[src/design/lsepa_pkg.sv]
package lsepa_pkg;

    localparam int LOGIT_W = 24;
    localparam int TGT_W   = 18;
    localparam int LEN_W   = 19;
    localparam int SUM_W   = 40;
    localparam int LP_W    = 25;
    localparam int LL_W    = 48;
    localparam int SQ_W    = 63;
    localparam int CNT_W   = 32;
    localparam int EXP_W   = 23;

    localparam logic [LEN_W-1:0] LEN_RESET = 19'd32768;
    localparam logic [LEN_W-1:0] LEN_MAX   = 19'd262144;
    localparam logic [SUM_W-1:0] SUM_ONE   = 40'd4194304;
    localparam logic [SUM_W-1:0] SUM_MAX   = {SUM_W{1'b1}};
    localparam logic [30:0] L2E_Q30 = 31'd1549082005;
    localparam logic [29:0] LN2_Q30 = 30'd744261118;

    // datapath commands
    localparam logic [3:0] OP_NONE  = 4'd0;
    localparam logic [3:0] OP_LOAD  = 4'd1; // capture input, distance to max
    localparam logic [3:0] OP_EXP   = 4'd2; // scale distance to a power-of-two index
    localparam logic [3:0] OP_EXPV  = 4'd8; // exponent table interpolation and shift
    localparam logic [3:0] OP_ACC   = 4'd3; // update running sum
    localparam logic [3:0] OP_LOG   = 4'd4; // log stage 1
    localparam logic [3:0] OP_LN    = 4'd5; // log stage 2
    localparam logic [3:0] OP_TOT   = 4'd6; // square and totals
    localparam logic [3:0] OP_TOT2  = 4'd7; // saturate and publish

    typedef struct packed {
        logic [3:0] op;
    } dp_cmd_t;

    typedef struct packed {
        logic row_end;
    } dp_stat_t;

    function automatic logic [22:0] exp2_lut(input logic [4:0] k);
        logic [22:0] v;
        case (k)
            5'd0: v = 23'd4194304;  5'd1: v = 23'd4016479;
            5'd2: v = 23'd3846194;  5'd3: v = 23'd3683128;
            5'd4: v = 23'd3526975;  5'd5: v = 23'd3377443;
            5'd6: v = 23'd3234250;  5'd7: v = 23'd3097129;
            5'd8: v = 23'd2965821;  5'd9: v = 23'd2840080;
            5'd10: v = 23'd2719670; 5'd11: v = 23'd2604365;
            5'd12: v = 23'd2493948; 5'd13: v = 23'd2388213;
            5'd14: v = 23'd2286960; 5'd15: v = 23'd2190001;
            default: v = 23'd2097152;
        endcase
        return v;
    endfunction

    function automatic logic [16:0] log2_lut(input logic [4:0] k);
        logic [16:0] v;
        case (k)
            5'd0: v = 17'd0;      5'd1: v = 17'd5732;
            5'd2: v = 17'd11136;  5'd3: v = 17'd16248;
            5'd4: v = 17'd21098;  5'd5: v = 17'd25711;
            5'd6: v = 17'd30109;  5'd7: v = 17'd34312;
            5'd8: v = 17'd38336;  5'd9: v = 17'd42196;
            5'd10: v = 17'd45904; 5'd11: v = 17'd49472;
            5'd12: v = 17'd52911; 5'd13: v = 17'd56229;
            5'd14: v = 17'd59434; 5'd15: v = 17'd62534;
            default: v = 17'd65536;
        endcase
        return v;
    endfunction

endpackage

[src/design/lsepa_ctrl.sv]
module lsepa_ctrl (
    input  logic               aclk,
    input  logic               aresetn,
    input  logic               s_valid,
    output logic               s_ready,
    output logic               m_valid,
    input  logic               m_ready,
    input  lsepa_pkg::dp_stat_t stat,
    output lsepa_pkg::dp_cmd_t  cmd,
    output logic               cfg_ready
);
    import lsepa_pkg::*;

    localparam logic [2:0] ST_IDLE = 3'd0;
    localparam logic [2:0] ST_EXP  = 3'd1;
    localparam logic [2:0] ST_ACC  = 3'd2;
    localparam logic [2:0] ST_LOG  = 3'd3;
    localparam logic [2:0] ST_LN   = 3'd4;
    localparam logic [2:0] ST_TOT  = 3'd5;
    localparam logic [2:0] ST_TOT2 = 3'd6;
    localparam logic [2:0] ST_EXPV = 3'd7;

    logic [2:0] state_reg, state_next;
    logic       mv_reg, mv_next;

    // a result stays in the output register; only the publish step waits for it
    assign s_ready   = (state_reg == ST_IDLE);
    assign m_valid   = mv_reg;
    // a write never lands on the edge that takes a logit
    assign cfg_ready = (state_reg == ST_IDLE) && !s_valid;

    always_comb begin
        state_next = state_reg;
        mv_next    = mv_reg && !m_ready;
        cmd.op     = OP_NONE;
        unique case (state_reg)
            ST_IDLE: if (s_valid) begin
                cmd.op = OP_LOAD;
                state_next = ST_EXP;
            end
            ST_EXP: begin
                cmd.op = OP_EXP;
                state_next = ST_EXPV;
            end
            ST_EXPV: begin
                cmd.op = OP_EXPV;
                state_next = ST_ACC;
            end
            ST_ACC: begin
                cmd.op = OP_ACC;
                state_next = stat.row_end ? ST_LOG : ST_IDLE;
            end
            ST_LOG: begin
                cmd.op = OP_LOG;
                state_next = ST_LN;
            end
            ST_LN: begin
                cmd.op = OP_LN;
                state_next = ST_TOT;
            end
            ST_TOT: begin
                cmd.op = OP_TOT;
                state_next = ST_TOT2;
            end
            ST_TOT2: if (!mv_next) begin
                cmd.op = OP_TOT2;
                mv_next = 1'b1;
                state_next = ST_IDLE;
            end
            default: state_next = ST_IDLE;
        endcase
    end

    always_ff @(posedge aclk) begin
        if (!aresetn) begin
            state_reg <= ST_IDLE;
            mv_reg    <= 1'b0;
        end else begin
            state_reg <= state_next;
            mv_reg    <= mv_next;
        end
    end
endmodule

[config.mk]
export PLATFORM = sky130hd
export DESIGN_NAME = lsepa_ctrl
export DESIGN_NICKNAME = d
export VERILOG_FILES = /design/src/design/lsepa_pkg.sv /design/src/design/lsepa_ctrl.sv
export SDC_FILE = /design/constraint.sdc
export NUM_CORES = 1
export LEC_CHECK = 0
export BUFFER_PORTS_ARGS = -buffer_cell sky130_fd_sc_hd__buf_2
export CAP_MARGIN = 5
export CORE_AREA = 2 2 39 41
export DETAILED_ROUTE_END_ITERATION = 6
export DIE_AREA = 0 0 41 43
export GPL_TIMING_DRIVEN = 0
export PLACE_DENSITY = 0.5
export SYNTH_ARGS = -nofsm -noshare
export SYNTH_HDL_FRONTEND = slang
export SYNTH_SLANG_ARGS = --single-unit
[constraint.sdc]
create_clock -name aclk -period 1.9 [get_ports aclk]
set_clock_uncertainty 0.05 [all_clocks]
set_input_delay 0.285 -clock aclk [delete_from_list [all_inputs] [get_ports aclk]]
set_output_delay 0.285 -clock aclk [all_outputs]
set_load 0.05 [all_outputs]
---- Word level (Yosys, flattened, before mapping) ----
Index checks and enable logic that the tools add are counted.
storage, ports and cells
  word-level logic and storage cells ...... 25
  bits of input ports ..................... 5
  output and inout port bits .............. 7
  latch bits .............................. 0
  ROM bits ................................ 0
  register bits ........................... 4
  bits in writable memories ............... 0
  memories kept ........................... 0
operators by class
  $lt $le $gt $ge ......................... 0
  add/subtract/negate cells ............... 0
  equal/unequal tests ..................... 9
  shifts and indexed selects .............. 0
  reductions and logical operators ........ 6
  $mul .................................... 0
  div/mod/pow operators ................... 0
  mux-type cells .......................... 8
  bitwise operators ....................... 0
operators by type and width
  kind                  count
  $pmux W4 S8           1
  $pmux W3 S8           1
  $eq A3 B3 Y1 const B  4
  $mux W3               3
  $eq A3 B2 Y1 const B  2
  $ne A2 B2 Y1 const B  2
  $eq A3 B1 Y1 const B  1
  $logic_not A3 Y1      1
  $logic_and A1 B1 Y1   2
  $logic_not A1 Y1      2
  $mux W1               2
  $mux W2               1
  $reduce_and A2 Y1     1

---- Depth between registers and ports, before layout ----
  depth after elaboration ................. 4
  gate-level depth with buffers ........... 4
  mapped depth without buffers ............ 3

---- Worst setup path after synthesis ----
OpenSTA, ideal clock, no wires.
  kind .................................... flip-flop to output port
  start ................................... register state_reg[1]
  end ..................................... output port cfg_ready
  data arrival time ....................... 2.024 ns
  slack ................................... -0.459 ns
  required time ........................... 1.565 ns
  stages on the path, launching flop included .. 3
  buffers on the path ..................... 1
  path through ............................ dfxtp_1 > buf_4 > nor4_1
on the way
  word-level cells in the longest chain between the ends .. 2
ends and longest elaborated chain
  what                      line              RTL
  start: declaration        lsepa_ctrl.sv:23  logic [2:0] state_reg, state_next;
  start signal: assignment  lsepa_ctrl.sv:79  state_reg <= state_next;
  $logic_not A3 Y1          lsepa_ctrl.sv:30  assign cfg_ready = (state_reg == ST_IDLE) && !s_valid;
  $logic_and A1 B1 Y1       lsepa_ctrl.sv:30
  end: declaration          lsepa_ctrl.sv:10  output logic cfg_ready
Every way passes these cells.

==> results.md <==
CTS:
- The count of instances resized after the clock tree is built is 0.
- The CTS clock-pin slew for the worst setup and hold paths is 0.03 ns.
- The tree is rooted in a sky130_fd_sc_hd__clkbuf_4.
- The CTS tree is yes.
- Post-CTS timing repair inserted 0 buffers for setup.
- TritonCTS created 3 clock buffers.
- The clock net in this run drives a total of 4 sinks.
- The insertion delay of the later-clocked pin in the worst-skew pair is 0.23 ns.
- For this design, the CTS-stage hold fixing added 0 buffers.
- The level count of the clock H-tree is 1.
- The number of buffers on the longest clock path is 2.

Synthesis:
- The count of unique library cells instantiated by Yosys is 21.
- Counting every instance in the synthesized netlist gives 37.
- When the netlist entered floorplanning its net count stood at 42.
- The number of synthesis warnings is 0.
- The synthesized area per cell is between 7 and 8 um2.
- The synthesized design contains 4 register bits.
- The total standard cell area after synthesis is 282 um2.
- Sequential cells were found to cover 28.4% of the synthesized design area.

Layout:
- The register with the most flip-flops in the layout has 3 of them.
- In the final layout, the multi-input gates occupy 179 um2.
- The finished layout holds 67 standard cells, fillers aside.
- The total of fill cells in the finished design is 154.
- The repair_antennas step left the layout with diodes totalling 0.
- The post-route netlist has 39.2% of its cells at a drive strength greater than 1.
- The layout overhead on the synthesized area is 38.7%.
- The register area is around 80 um2.
- The net count reported at finish is 58.
- The commonest non-fill, non-tap cell in the layout is sky130_fd_sc_hd__buf_2.
- In the layout the commonest cells are sky130_fd_sc_hd__buf_2, sky130_fd_sc_hd__nor2_1, sky130_fd_sc_hd__dfxtp_1.

Timing:
- Setup repair after global routing left no endpoint under its margin.
- For the pin with the worst max-slew slack, the measured transition is 0.253 ns.
- Setup violations remaining at the end of the flow were counted as 0.
- The final cycle utilization of the critical path is 88.0%.
- The smallest clock period supported by the final layout is computed as 1.67 ns.
- The final number of hold-violating endpoints is 0.
- Across all setup checks in the final design, the least slack found is 0.228 ns.
- The achievable frequency is 598 MHz.
- The final max-slew violation count was 0.
- In this run the tightest slew margin relative to its limit is 83.2%.

Die:
- The number of top-level pins is 12.
- The starting utilization of the core area is 20.3%.
- The die is 41 um wide.
- The total area inside the core boundary comes to 1380 um2.
- Measured along the y axis, the die boundary spans approximately 43 um.
- The floorplan has 14 rows.
- The die footprint is 1760 um2.

Worst setup path:
- In this run the worst setup path begins at state_reg[2].
- The reg-to-reg startpoint is state_reg[2].
- The worst setup path is captured at an output port.
- The category of the worst setup path launch point is a flop.
- The maximum fanout along the worst path is 10.
- STA puts the critical path data arrival time at 1.34 ns.
- Data on the critical path is required at its endpoint by 1.56 ns.
- Measured in cells, the most critical reg-to-reg path has a length of 3.
- The type of the worst setup path is flop to output port.

Routing:
- The mean number of vias per cell is 4.66.
- For this run, the detailed router's first-pass iteration total came to 4.
- The final route contains around 310 vias.
- In the final routed layout, each cell accounts on average for about 9.6 um.
- The number of DRC markers in iteration 0 is 6.
- Wires add up to 644 um.
- The final antenna-violating net count is 0.
- The residual DRC count is 0.

Place:
- The wire-length estimate of the detail-placed layout is 492 um.
- Buffers placed on the I/O ports in this run total 11.
- The pre-CTS setup slack is 0.471 ns.
- The cell total after placement is 64.
- The routability congestion estimate from global placement is 0.679.

Hold path:
- The path category of the worst min-delay check is primary input to flop.
- Counting instances, the worst hold path has a depth of 2.
- The start point of the worst min-delay path is aresetn.

Power:
- The maximum ir drop on the vdd rail is 0.320 mV.
- The leakage component of the power is 0.177 nW.
- The power per standard cell area is about 1100 nW/um2.

Outcome:
- The run finished with clean final reports.

GRT:
- Entering global routing, the biggest net connects 11 pins.
- Global routing consumed, over all layers together, 9.53% of the routing resources.
- The number of global-route vias before repair is roughly 280.
- The initial antenna violation count came to 0.
- The first-pass GRT wire length is between 1 and 1.5 mm.
- The global-route congestion overflow total is 0.

Flow run:
- Across the run, the number of max-cap violations was 0.
-- cell families (layout without fill, tap and decap cells) --
family / Yosys count / in the layout / synth area share (%)
compound gates: 12 / 12 / 26.2
buf+inv: 5 / 19 / 12.0
simple gates: 16 / 16 / 33.3
flops: 4 / 4 / 28.4
-- power by group --
group | switching (mW) | leakage [nW] | internal, mW
Sequential | 0.0110 | 0.0329 | 0.0962
Clock | 0.0318 | 0.0138 | 0.0705
Combinational | 0.162 | 0.131 | 0.0726
-- Yosys cell counts (all sizes together) --
cell / n / area [um2]
a31oi: 1 / 6.26
nor3: 3 / 15.0
nor2: 4 / 15.0
nor3b: 1 / 12.5
nor4: 1 / 6.26
dfxtp: 4 / 80.1
buf: 3 / 26.3
a21oi: 1 / 5.00
nand2b: 3 / 18.8
and3b: 1 / 8.76
nand2: 1 / 3.75
a211oi: 1 / 7.51
nor2b: 1 / 6.26
o21ai: 5 / 25.0
nand3b: 1 / 7.51
a21boi: 1 / 7.51
o21a: 2 / 15.0
inv: 2 / 7.51
a21o: 1 / 7.51
-- area by class of cell --
class,count,area share [%]
inverters,2,1.92
multi-input cells,28,45.8
well taps,16,5.13
flip-flops and latches,4,20.5
plain buffers,3,6.73
clock buffers,3,5.77
repair buffers,11,14.1
-- critical path, cell delays in order (launching register included) --
cell	delay (ns)
sky130_fd_sc_hd__dfxtp_1	0.38
sky130_fd_sc_hd__buf_4	0.19
sky130_fd_sc_hd__nor3_1	0.07
sky130_fd_sc_hd__a211oi_2	0.18
sky130_fd_sc_hd__buf_2	0.28
-- through the flow --
stage / util [%] / total power, mW / cell area [um2] / TNS [ns] / hold slack, ns
detailed placement: 26.6 / 0.345 / 368 / 0 / 0.492
finish: 28.2 / 0.445 / 390 / 0 / 0.251
global placement: 26.6 / 0.345 / 368 / 0 / 0.496
CTS: 28.2 / 0.453 / 390 / 0 / 0.247
global route: 28.2 / 0.477 / 390 / 0 / 0.274
floorplan: - / 0.300 / 293 / -0.00150 / 0.352
-- final timing paths --
path                  end  slack, ns
max reg2reg  state_reg[1]       0.91
min          state_reg[0]       0.25
max                cmd[0]       0.23
min reg2reg  state_reg[1]       0.59
-- metal layers --
layer	global-route usage (%)	part of all wire (%)	vias to the layer above
li1	-	-	157
met1	12.5	45	140
met2	11.9	45	13
met3	4.71	8.2	2
met4	6.00	2.2	0
met5	0	0	-
Power figures use the tool's default switching activity.
